$ cat src/bsc_pkg.sv
package bsc_pkg;

	// Item commands
	localparam logic [1:0] CMD_START  = 2'd0;
	localparam logic [1:0] CMD_DATA   = 2'd1;
	localparam logic [1:0] CMD_FINISH = 2'd2;

	// Register indexes on the configuration port
	localparam int unsigned         CFG_IDX_W         = 2;
	localparam logic [CFG_IDX_W-1:0] REG_DECODE_MODE   = 2'd0;
	localparam logic [CFG_IDX_W-1:0] REG_CHECK_DISABLE = 2'd1;

	// Trailer beat positions
	localparam logic [2:0] TRL_SEED_HI = 3'd0;
	localparam logic [2:0] TRL_SEED_MD = 3'd1;
	localparam logic [2:0] TRL_SEED_LO = 3'd2;
	localparam logic [2:0] TRL_SUM_HI  = 3'd3;
	localparam logic [2:0] TRL_SUM_LO  = 3'd4;

	// Generator constants
	localparam logic [23:0] GEN_MUL = 24'd153;
	localparam logic [23:0] GEN_INC = 24'd97;

	typedef struct packed {
		logic [1:0]  command;
		logic [7:0]  data_byte;
		logic [23:0] seed;
		logic [15:0] expected_check;
	} item_t;

	typedef struct packed {
		logic decode_mode;
		logic check_disable;
	} cfg_t;

	typedef struct packed {
		logic       take;
		logic [2:0] trl_cnt;
	} eng_sts_t;

	// Next generator value, modulo 2^24
	function automatic logic [23:0] gen_next(input logic [23:0] g);
		gen_next = g * GEN_MUL + GEN_INC;
	endfunction

	// Running checksum step, modulo 2^16
	function automatic logic [15:0] sum_next(input logic [15:0] s, input logic [7:0] b);
		sum_next = {s[14:0], 1'b0} + s + {8'd0, b};
	endfunction

endpackage

$ cat src/bsc_if.sv
// Input item channel
interface bsc_in_if;
	logic        valid;
	logic        ready;
	logic [1:0]  command;
	logic [7:0]  data_byte;
	logic [23:0] seed;
	logic [15:0] expected_check;

	modport source (output valid, command, data_byte, seed, expected_check, input ready);
	modport sink   (input valid, command, data_byte, seed, expected_check, output ready);
endinterface

// Result channel
interface bsc_out_if;
	logic       valid;
	logic       ready;
	logic [7:0] out_byte;
	logic       last;
	logic       check_error;
	logic       is_trailer;

	modport source (output valid, out_byte, last, check_error, is_trailer, input ready);
	modport sink   (input valid, out_byte, last, check_error, is_trailer, output ready);
endinterface

// Register write channel
interface bsc_cfg_if;
	logic       valid;
	logic       ready;
	logic [1:0] index;
	logic       data;

	modport source (output valid, index, data, input ready);
	modport sink   (input valid, index, data, output ready);
endinterface

$ cat src/bsc_input_stage.sv
module bsc_input_stage
	import bsc_pkg::*;
(
	input  logic      clk,
	input  logic      arst_n,
	bsc_in_if.sink    item,
	input  logic      take,
	output logic      valid_s1,
	output item_t     item_s1
);

	logic accept;

	// Free when empty or when the held beat leaves this cycle
	assign item.ready = !valid_s1 || take;
	assign accept     = item.valid && item.ready;

	always_ff @(posedge clk or negedge arst_n) begin
		if (!arst_n) begin
			valid_s1 <= 1'b0;
		end else if (accept) begin
			valid_s1 <= 1'b1;
		end else if (take) begin
			valid_s1 <= 1'b0;
		end
	end

	// Payload, no reset
	always_ff @(posedge clk) begin
		if (accept) begin
			item_s1.command        <= item.command;
			item_s1.data_byte      <= item.data_byte;
			item_s1.seed           <= item.seed;
			item_s1.expected_check <= item.expected_check;
		end
	end

endmodule

$ cat src/bsc_engine.sv
module bsc_engine
	import bsc_pkg::*;
(
	input  logic      clk,
	input  logic      arst_n,
	input  logic      valid_s1,
	input  item_t     item_s1,
	input  cfg_t      cfg,
	bsc_out_if.source result,
	output eng_sts_t  sts
);

	logic [23:0] gen_q;
	logic [23:0] start_q;
	logic [15:0] sum_q;
	logic [2:0]  trl_cnt_q;

	logic        out_valid_q;
	logic [7:0]  out_byte_q;
	logic        last_q;
	logic        err_q;
	logic        trl_q;

	logic        out_free;
	logic        take;
	logic        emit;
	logic        load_seed;
	logic        step_data;
	logic        trl_step;
	logic [23:0] gen_nx;
	logic [7:0]  key;
	logic [7:0]  plain;
	logic [7:0]  res_byte;
	logic        res_last;
	logic        res_err;
	logic        res_trl;

	assign out_free = !out_valid_q || result.ready;

	// Generator step and byte transform
	assign gen_nx = gen_next(gen_q);
	assign key    = gen_nx[7:0] + 8'd1;
	assign plain  = cfg.decode_mode ? (item_s1.data_byte - key) : item_s1.data_byte;

	// Per-command decisions for the held beat
	always_comb begin
		take      = 1'b0;
		emit      = 1'b0;
		load_seed = 1'b0;
		step_data = 1'b0;
		trl_step  = 1'b0;
		res_byte  = 8'd0;
		res_last  = 1'b0;
		res_err   = 1'b0;
		res_trl   = 1'b0;
		if (valid_s1) begin
			unique case (item_s1.command)
				CMD_START: begin
					take      = 1'b1;
					load_seed = 1'b1;
				end
				CMD_DATA: begin
					take      = out_free;
					emit      = 1'b1;
					step_data = out_free;
					res_byte  = cfg.decode_mode ? plain : (item_s1.data_byte + key);
				end
				CMD_FINISH: begin
					emit = 1'b1;
					if (cfg.decode_mode) begin
						take     = out_free;
						res_last = 1'b1;
						res_err  = (item_s1.expected_check != sum_q) && !cfg.check_disable;
					end else begin
						trl_step = out_free;
						take     = out_free && (trl_cnt_q == TRL_SUM_LO);
						res_trl  = 1'b1;
						res_last = (trl_cnt_q == TRL_SUM_LO);
						unique case (trl_cnt_q)
							TRL_SEED_HI: res_byte = start_q[23:16];
							TRL_SEED_MD: res_byte = start_q[15:8];
							TRL_SEED_LO: res_byte = start_q[7:0];
							TRL_SUM_HI:  res_byte = sum_q[15:8];
							default:     res_byte = sum_q[7:0];
						endcase
					end
				end
				// unused code: dropped without effect
				default: take = 1'b1;
			endcase
		end
	end

	// Block state and trailer position
	always_ff @(posedge clk or negedge arst_n) begin
		if (!arst_n) begin
			gen_q     <= 24'd0;
			start_q   <= 24'd0;
			sum_q     <= 16'd0;
			trl_cnt_q <= TRL_SEED_HI;
		end else begin
			if (load_seed) begin
				gen_q   <= item_s1.seed;
				start_q <= item_s1.seed;
				sum_q   <= 16'd0;
			end else if (step_data) begin
				gen_q <= gen_nx;
				sum_q <= sum_next(sum_q, plain);
			end
			if (trl_step) begin
				trl_cnt_q <= (trl_cnt_q == TRL_SUM_LO) ? TRL_SEED_HI : trl_cnt_q + 3'd1;
			end
		end
	end

	// Result register
	always_ff @(posedge clk or negedge arst_n) begin
		if (!arst_n) begin
			out_valid_q <= 1'b0;
		end else if (emit && out_free) begin
			out_valid_q <= 1'b1;
		end else if (result.ready) begin
			out_valid_q <= 1'b0;
		end
	end

	always_ff @(posedge clk) begin
		if (emit && out_free) begin
			out_byte_q <= res_byte;
			last_q     <= res_last;
			err_q      <= res_err;
			trl_q      <= res_trl;
		end
	end

	assign result.valid       = out_valid_q;
	assign result.out_byte    = out_byte_q;
	assign result.last        = last_q;
	assign result.check_error = err_q;
	assign result.is_trailer  = trl_q;

	assign sts.take    = take;
	assign sts.trl_cnt = trl_cnt_q;

endmodule

$ cat src/block_scrambler_with_checksum_unit.sv
// Channel   Role   Beat contents
// item      sink   command, data_byte, seed, expected_check
// result    source out_byte, last, check_error, is_trailer
// cfg       sink   index, data (decode_mode, check_disable)
//
// One item per cycle while the result is not stalled and no encode finish is held: a data
// beat is captured in the input register, then its result beat is registered in the result
// register and offered from there; a start beat only loads state. The generator multiply-add is the longest path.
// An encode finish holds the input register for five trailer beats, one per position.
// Reset clears generator, seed copy, checksum, trailer position, settings and valid flags.
// A stalled result stalls the input stage only once the result register is full.
module block_scrambler_with_checksum_unit
	import bsc_pkg::*;
(
	input  logic      clk,
	input  logic      arst_n,
	bsc_in_if.sink    item,
	bsc_out_if.source result,
	bsc_cfg_if.sink   cfg
);

	cfg_t     cfg_q;
	logic     valid_s1;
	item_t    item_s1;
	eng_sts_t sts;

	// Register writes always taken
	assign cfg.ready = 1'b1;

	always_ff @(posedge clk or negedge arst_n) begin
		if (!arst_n) begin
			cfg_q <= '0;
		end else if (cfg.valid) begin
			if (cfg.index == REG_DECODE_MODE) begin
				cfg_q.decode_mode <= cfg.data;
			end else if (cfg.index == REG_CHECK_DISABLE) begin
				cfg_q.check_disable <= cfg.data;
			end
		end
	end

	bsc_input_stage u_input (
		.clk      (clk),
		.arst_n   (arst_n),
		.item     (item),
		.take     (sts.take),
		.valid_s1 (valid_s1),
		.item_s1  (item_s1)
	);

	bsc_engine u_engine (
		.clk      (clk),
		.arst_n   (arst_n),
		.valid_s1 (valid_s1),
		.item_s1  (item_s1),
		.cfg      (cfg_q),
		.result   (result),
		.sts      (sts)
	);

	// Trailer runs only while an encode finish is held
	a_trl_held: assert property (@(posedge clk) disable iff (!arst_n)
		sts.trl_cnt != TRL_SEED_HI |-> valid_s1 && item_s1.command == CMD_FINISH)
		else $error("trailer position set without a held finish");

	// An encode finish leaves only after its last trailer beat
	a_trl_done: assert property (@(posedge clk) disable iff (!arst_n)
		sts.take && valid_s1 && item_s1.command == CMD_FINISH && !cfg_q.decode_mode
		|-> sts.trl_cnt == TRL_SUM_LO)
		else $error("encode finish released early");

	// After the last trailer beat the position returns to the start
	a_trl_wrap: assert property (@(posedge clk) disable iff (!arst_n)
		sts.take && sts.trl_cnt == TRL_SUM_LO |=> sts.trl_cnt == TRL_SEED_HI)
		else $error("trailer position did not wrap");

	// A mismatch flag only rides on a closing, non-trailer beat
	a_err_last: assert property (@(posedge clk) disable iff (!arst_n)
		result.valid && result.check_error |-> result.last && !result.is_trailer)
		else $error("check_error on a wrong beat");

endmodule
$ cat src/flat_wrapper.sv
// flat-port wrapper written by rule: the top's interface ports become plain ports
module block_scrambler_with_checksum_unit_flat import bsc_pkg::*;
  (clk, arst_n, item_valid, item_command, item_data_byte, item_seed, item_expected_check, item_ready, result_valid, result_out_byte, result_last, result_check_error, result_is_trailer, result_ready, cfg_valid, cfg_index, cfg_data, cfg_ready);
  bsc_in_if item_i ();
  bsc_out_if result_i ();
  bsc_cfg_if cfg_i ();
  input  logic clk;
  input  logic arst_n;
  input wire logic [$bits(item_i.valid)-1:0] item_valid;
  input wire logic [$bits(item_i.command)-1:0] item_command;
  input wire logic [$bits(item_i.data_byte)-1:0] item_data_byte;
  input wire logic [$bits(item_i.seed)-1:0] item_seed;
  input wire logic [$bits(item_i.expected_check)-1:0] item_expected_check;
  output wire logic [$bits(item_i.ready)-1:0] item_ready;
  output wire logic [$bits(result_i.valid)-1:0] result_valid;
  output wire logic [$bits(result_i.out_byte)-1:0] result_out_byte;
  output wire logic [$bits(result_i.last)-1:0] result_last;
  output wire logic [$bits(result_i.check_error)-1:0] result_check_error;
  output wire logic [$bits(result_i.is_trailer)-1:0] result_is_trailer;
  input wire logic [$bits(result_i.ready)-1:0] result_ready;
  input wire logic [$bits(cfg_i.valid)-1:0] cfg_valid;
  input wire logic [$bits(cfg_i.index)-1:0] cfg_index;
  input wire logic [$bits(cfg_i.data)-1:0] cfg_data;
  output wire logic [$bits(cfg_i.ready)-1:0] cfg_ready;
  assign item_i.valid = item_valid;
  assign item_i.command = item_command;
  assign item_i.data_byte = item_data_byte;
  assign item_i.seed = item_seed;
  assign item_i.expected_check = item_expected_check;
  assign item_ready = item_i.ready;
  assign result_valid = result_i.valid;
  assign result_out_byte = result_i.out_byte;
  assign result_last = result_i.last;
  assign result_check_error = result_i.check_error;
  assign result_is_trailer = result_i.is_trailer;
  assign result_i.ready = result_ready;
  assign cfg_i.valid = cfg_valid;
  assign cfg_i.index = cfg_index;
  assign cfg_i.data = cfg_data;
  assign cfg_ready = cfg_i.ready;
  block_scrambler_with_checksum_unit u_core (.clk(clk), .arst_n(arst_n), .item(item_i), .result(result_i), .cfg(cfg_i));
endmodule
$ cat config.mk
export PLATFORM = sky130hd
export DESIGN_NAME = block_scrambler_with_checksum_unit_flat
export DESIGN_NICKNAME = d
export VERILOG_FILES = /design/src/bsc_pkg.sv /design/src/bsc_if.sv /design/src/bsc_input_stage.sv /design/src/bsc_engine.sv /design/src/block_scrambler_with_checksum_unit.sv /design/src/flat_wrapper.sv
export SDC_FILE = /design/constraint.sdc
export NUM_CORES = 1
export LEC_CHECK = 0
export BUFFER_PORTS_ARGS = -buffer_cell sky130_fd_sc_hd__buf_2
export CORE_ASPECT_RATIO = 1.75
export CORE_MARGIN = 2
export CORE_UTILIZATION = 51
export CTS_BUF_LIST = sky130_fd_sc_hd__clkbuf_4 sky130_fd_sc_hd__clkbuf_8
export CTS_CLUSTER_DIAMETER = 40
export CTS_CLUSTER_SIZE = 10
export DETAILED_ROUTE_END_ITERATION = 7
export PLACE_DENSITY = 0.73
export SYNTH_ARGS = -nofsm -noshare
export SYNTH_HDL_FRONTEND = slang
export SYNTH_HIERARCHICAL = 1
export SYNTH_SLANG_ARGS = --single-unit
export TNS_END_PERCENT = 5
$ cat constraint.sdc
create_clock -name clk -period 5.5 [get_ports clk]
set_input_delay 0.275 -clock clk [delete_from_list [all_inputs] [get_ports clk]]
set_output_delay 0.275 -clock clk [all_outputs]
set_load 0.005 [all_outputs]
==> summary.md <==
| Metric | Value |
|---|---|
| Status | `complete, but fails checks` |
| Violated checks | `negative setup slack` |
| Weighted congestion reported at the end of routability-driven placement | `0.958` |
| Unrepaired setup endpoints after global routing | `yes` |
| Share of synthesized flip-flops with an asynchronous set or reset | `47.4%` |
| Total CTS buffers | `17` |
| Iteration-0 DRC count of the detailed router | `322` |
| Layout fillers | `1011` |
| Start point of the critical path | `u_core/u_engine/gen_q[2]$_DFFE_PN0P_` |
| Total Die Area | `14400 um2` |
| Compound-Gate Fraction of Synth Area | `13.2%` |
| Final-report setup violation count | `7` |
| Crit Path Category | `reg2reg` |
| Total count of hold-check failures in the final report | `0` |
| Total DRC errors in the routed layout | `0` |
| Clk_lat worst skew | `0.43 ns` |
| Nature of the critical path startpoint | `flip-flop` |
| Startpoint of the lowest-slack register-to-register path | `u_core/u_engine/gen_q[2]$_DFFE_PN0P_` |
| Post-synthesis sequential area ratio | `46.9%` |
| Nets in the synthesized netlist | `760` |
| Setup TNS after final layout | `-1.68 ns` |
| Maximum frequency from static timing analysis | `0.169 GHz` |
| CTS tree | `done` |
| Clock Skew | `0.0115 ns` |
| Post-DP HPWL | `11900 um` |
| Post-layout min period | `5.93 ns` |
| 1st-pass router iterations | `6` |
| Total of buffers placed on input and output ports | `70` |
| Worst Tran Pin Value | `1.04 ns` |
| Vias | `5256` |
| Required time of the worst setup path | `5.82 ns` |
| Largest net degree at the start of global routing | `56` |
| Post-synthesis sequential element count | `116` |
| Avg Vias per Cell | `5.52` |
| Average routed wire per standard cell | `17.1 um` |
| Die width | `91.6 um` |
| Simple logic cell fraction of the synthesized area | `12.2%` |
| Largest fanout of any net on the critical path | `2` |
| GR Util All Layers | `23.4%` |
| Die height | `157 um` |
| Slew Viols, Final | `0` |
| Vias in the first global route | `5445` |
| Max Root-Sink Buffers | `2` |
| CTS root buffer | `sky130_fd_sc_hd__clkbuf_8` |
| Hold Crit Start | `item_expected_check[10]` |
| Layout net count | `894` |
| Type of destination of the critical path | `flip-flop` |
| Number of placement rows | `56` |
| # H-tree levels | `4` |
| XOR/XNOR Fraction of Synth Area | `7.51%` |
| Area used by multi-input combinational logic | `3490 um2` |
| Post-route fraction of the period consumed by the critical path | `108%` |
| Number of inserted diodes | `0` |
| Adder-cell share of the synthesized area | `14.3%` |
| Grt total ovfl | `0` |
| Number of clock sinks | `116` |
| Hold/Removal Path Class | `in2reg` |
| Global-route wire length before repair | `26000 um` |
| Post-route setup slack | `-0.429 ns` |
| Data arrival time of the critical path | `6.25 ns` |
| Mapped Avg Cell Area | `10.8 um2` |
| Count of pins on the block boundary | `72` |
| Combinational family with the most area after synthesis | `adder cells` |
| Warnings from Yosys | `6` |
| CTS clock-pin slew for the worst setup and hold paths | `0.08 ns` |
| Final wirelength | `16300 um` |
| Slew Limit Headroom | `30.4%` |
| Number of max-capacitance violations reported | `0` |
| Dominant register cell in the synthesized netlist | `sky130_fd_sc_hd__edfxtp_1` |
| Layout overhead on the synthesized area | `23.6%` |
| Combined area of all synthesized cells | `6840 um2` |
| Area of all sequential standard cells | `3210 um2` |
| Placeable core region | `13200 um2` |
| Initial core utilization | `51.7%` |
| Antenna violations before repair | `0` |
| Number of distinct library cell variants in the gate-level netlist after synthesis | `66` |
| Share of cell area taken by muxes after synthesis | `1.72%` |
| Post-Syn Instances | `631` |
| Number of enable-type register cells in the synthesized netlist | `61` |
| Ratio of cells with drive above 1 in the final layout | `21.6%` |
| Number of nets with antenna violations after routing | `0` |
==> sequential cells by signal, summed over array words and instances (netlist names) <==
register,count
u_core/u_input/valid_s1,1
u_core/u_engine/trl_cnt_q,3
u_core/u_engine/sum_q,16
u_core/u_engine/result.last,1
u_core/u_engine/result.valid,1
u_core/u_engine/gen_q,8
u_core/u_engine/result.out_byte,8
u_core/u_engine/result.check_error,1
u_core/cfg_q,2
u_core/u_engine/result.is_trailer,1
u_core/u_input/item_s1,50
u_core/u_engine/start_q,24
==> final timing paths <==
check,endpoint,slack [ns],cells past startpoint
min in group asynchronous,u_core/u_engine/sum_q[12]$_DFFE_PN0P_,0.50,3
setup / recovery,u_core/u_engine/sum_q[12]$_DFFE_PN0P_,-0.43,23
setup reg to reg,u_core/u_engine/sum_q[12]$_DFFE_PN0P_,-0.43,23
hold / removal,u_core/u_input/item_s1[10]$_DFFE_PP_,0.02,1
hold reg to reg,u_core/u_engine/start_q[15]$_DFFE_PN0P_,0.44,2
max in group asynchronous,u_core/u_engine/result.valid$_DFFE_PN0P_,4.52,3
==> metal layers <==
layer  global-route usage, %  vias up  wire, um
li1                        -     2488         -
met1                    24.8     2502      6020
met2                    43.6      207      8930
met3                    3.54       59       688
met4                    13.1        0       665
met5                       0        -         0
==> synth_stat cells, types with 5 or more instances <==
library cell	count	area share, %
sky130_fd_sc_hd__xor2_1	13	1.7
sky130_fd_sc_hd__nor2_1	31	1.7
sky130_fd_sc_hd__and2_1	7	0.64
sky130_fd_sc_hd__nand3_1	7	0.51
sky130_fd_sc_hd__a21oi_1	29	2.1
sky130_fd_sc_hd__a222oi_1	8	1.2
sky130_fd_sc_hd__a221o_1	8	1.2
sky130_fd_sc_hd__ha_1	59	11
sky130_fd_sc_hd__nand4_1	7	0.64
sky130_fd_sc_hd__o21ai_0	31	2.3
sky130_fd_sc_hd__a22o_1	6	0.77
sky130_fd_sc_hd__nor2b_1	5	0.46
sky130_fd_sc_hd__fa_1	12	3.5
sky130_fd_sc_hd__edfxtp_1	61	27
sky130_fd_sc_hd__mux2i_1	8	1.2
sky130_fd_sc_hd__clkbuf_1	17	0.93
sky130_fd_sc_hd__dfrtp_1	55	20
sky130_fd_sc_hd__inv_1	43	2.4
sky130_fd_sc_hd__nand2b_1	5	0.46
sky130_fd_sc_hd__xnor2_1	42	5.4
sky130_fd_sc_hd__a21o_1	9	0.99
sky130_fd_sc_hd__nand2_1	94	5.2
==> placed cells by master (no fill, tap or decap), types with 8 or more instances in the layout <==
cell,n
sky130_fd_sc_hd__nand2_1,94
sky130_fd_sc_hd__buf_2,70
sky130_fd_sc_hd__edfxtp_1,61
sky130_fd_sc_hd__dfrtp_1,55
sky130_fd_sc_hd__ha_1,54
sky130_fd_sc_hd__inv_1,42
sky130_fd_sc_hd__xnor2_1,41
sky130_fd_sc_hd__dlygate4sd3_1,37
sky130_fd_sc_hd__buf_4,32
sky130_fd_sc_hd__nor2_1,30
sky130_fd_sc_hd__o21ai_0,29
sky130_fd_sc_hd__a21oi_1,28
sky130_fd_sc_hd__clkbuf_8,17
sky130_fd_sc_hd__fa_1,12
sky130_fd_sc_hd__xor2_1,9
sky130_fd_sc_hd__a21o_1,9
sky130_fd_sc_hd__mux2i_1,8
sky130_fd_sc_hd__a222oi_1,8
sky130_fd_sc_hd__a221o_1,8
==> cells by family (layout without fill, tap and decap cells) <==
logic type / count (synthesis) / after routing
AOI/OAI and AO/OA: 126 / 126
other: 1 / 1
DFF: 116 / 116
buffers and inverters: 69 / 216
muxes: 11 / 11
adders and majority gates: 71 / 71
xor gates and xnor gates: 57 / 57
and+or+nand+nor: 180 / 180
==> critical path, stage by stage (launching register included) <==
cell	delay (ns)
sky130_fd_sc_hd__dfrtp_1	0.40
sky130_fd_sc_hd__ha_2	0.21
sky130_fd_sc_hd__ha_4	0.27
sky130_fd_sc_hd__inv_1	0.05
sky130_fd_sc_hd__fa_1	0.46
sky130_fd_sc_hd__fa_1	0.53
sky130_fd_sc_hd__inv_2	0.05
sky130_fd_sc_hd__ha_4	0.29
sky130_fd_sc_hd__xnor2_4	0.14
sky130_fd_sc_hd__xor2_2	0.18
sky130_fd_sc_hd__buf_4	0.13
sky130_fd_sc_hd__inv_1	0.03
sky130_fd_sc_hd__ha_1	0.20
sky130_fd_sc_hd__o41a_1	0.46
sky130_fd_sc_hd__xnor2_1	0.14
sky130_fd_sc_hd__mux2_4	0.28
sky130_fd_sc_hd__fa_1	0.55
sky130_fd_sc_hd__ha_4	0.21
sky130_fd_sc_hd__o21a_1	0.11
sky130_fd_sc_hd__o31a_1	0.13
sky130_fd_sc_hd__nor3b_4	0.16
sky130_fd_sc_hd__o31a_1	0.29
sky130_fd_sc_hd__or3_1	0.30
sky130_fd_sc_hd__a32o_1	0.25
==> layout make-up <==
type	count	share of cell area, %
well taps	174	2.57
inverters	44	1.95
repair buffers	140	11.5
flip-flops and latches	116	37.9
multi-input cells	446	41.3
clock inverters	15	2.03
clock buffers	17	2.77
==> metrics by stage <==
step / utilization (%) / hold slack, ns / setup slack [ns] / instances / cell area (um2)
floorplan: - / -0.0206 / -0.317 / 631 / 6880
global placement: 56.9 / 0.421 / -0.349 / 878 / 7530
global route: 63.9 / 0.00691 / -0.626 / 952 / 8460
finish: 63.9 / 0.0230 / -0.429 / 952 / 8460
detailed placement: 56.9 / 0.424 / -0.478 / 878 / 7530
CTS: 63.1 / 0.00150 / -0.417 / 950 / 8350
==> what timing repair did <==
item	in CTS	in global routing
hold endpoints to repair	72	1
hold buffers	36	1
pin swaps	10	1
setup endpoints to repair	7	8
gates resized for setup	4	13
buffers inserted	4	1
Power is left out: the tool's default activity adds up to more than one toggle a clock period on the data nets, which glitch-free logic cannot reach.
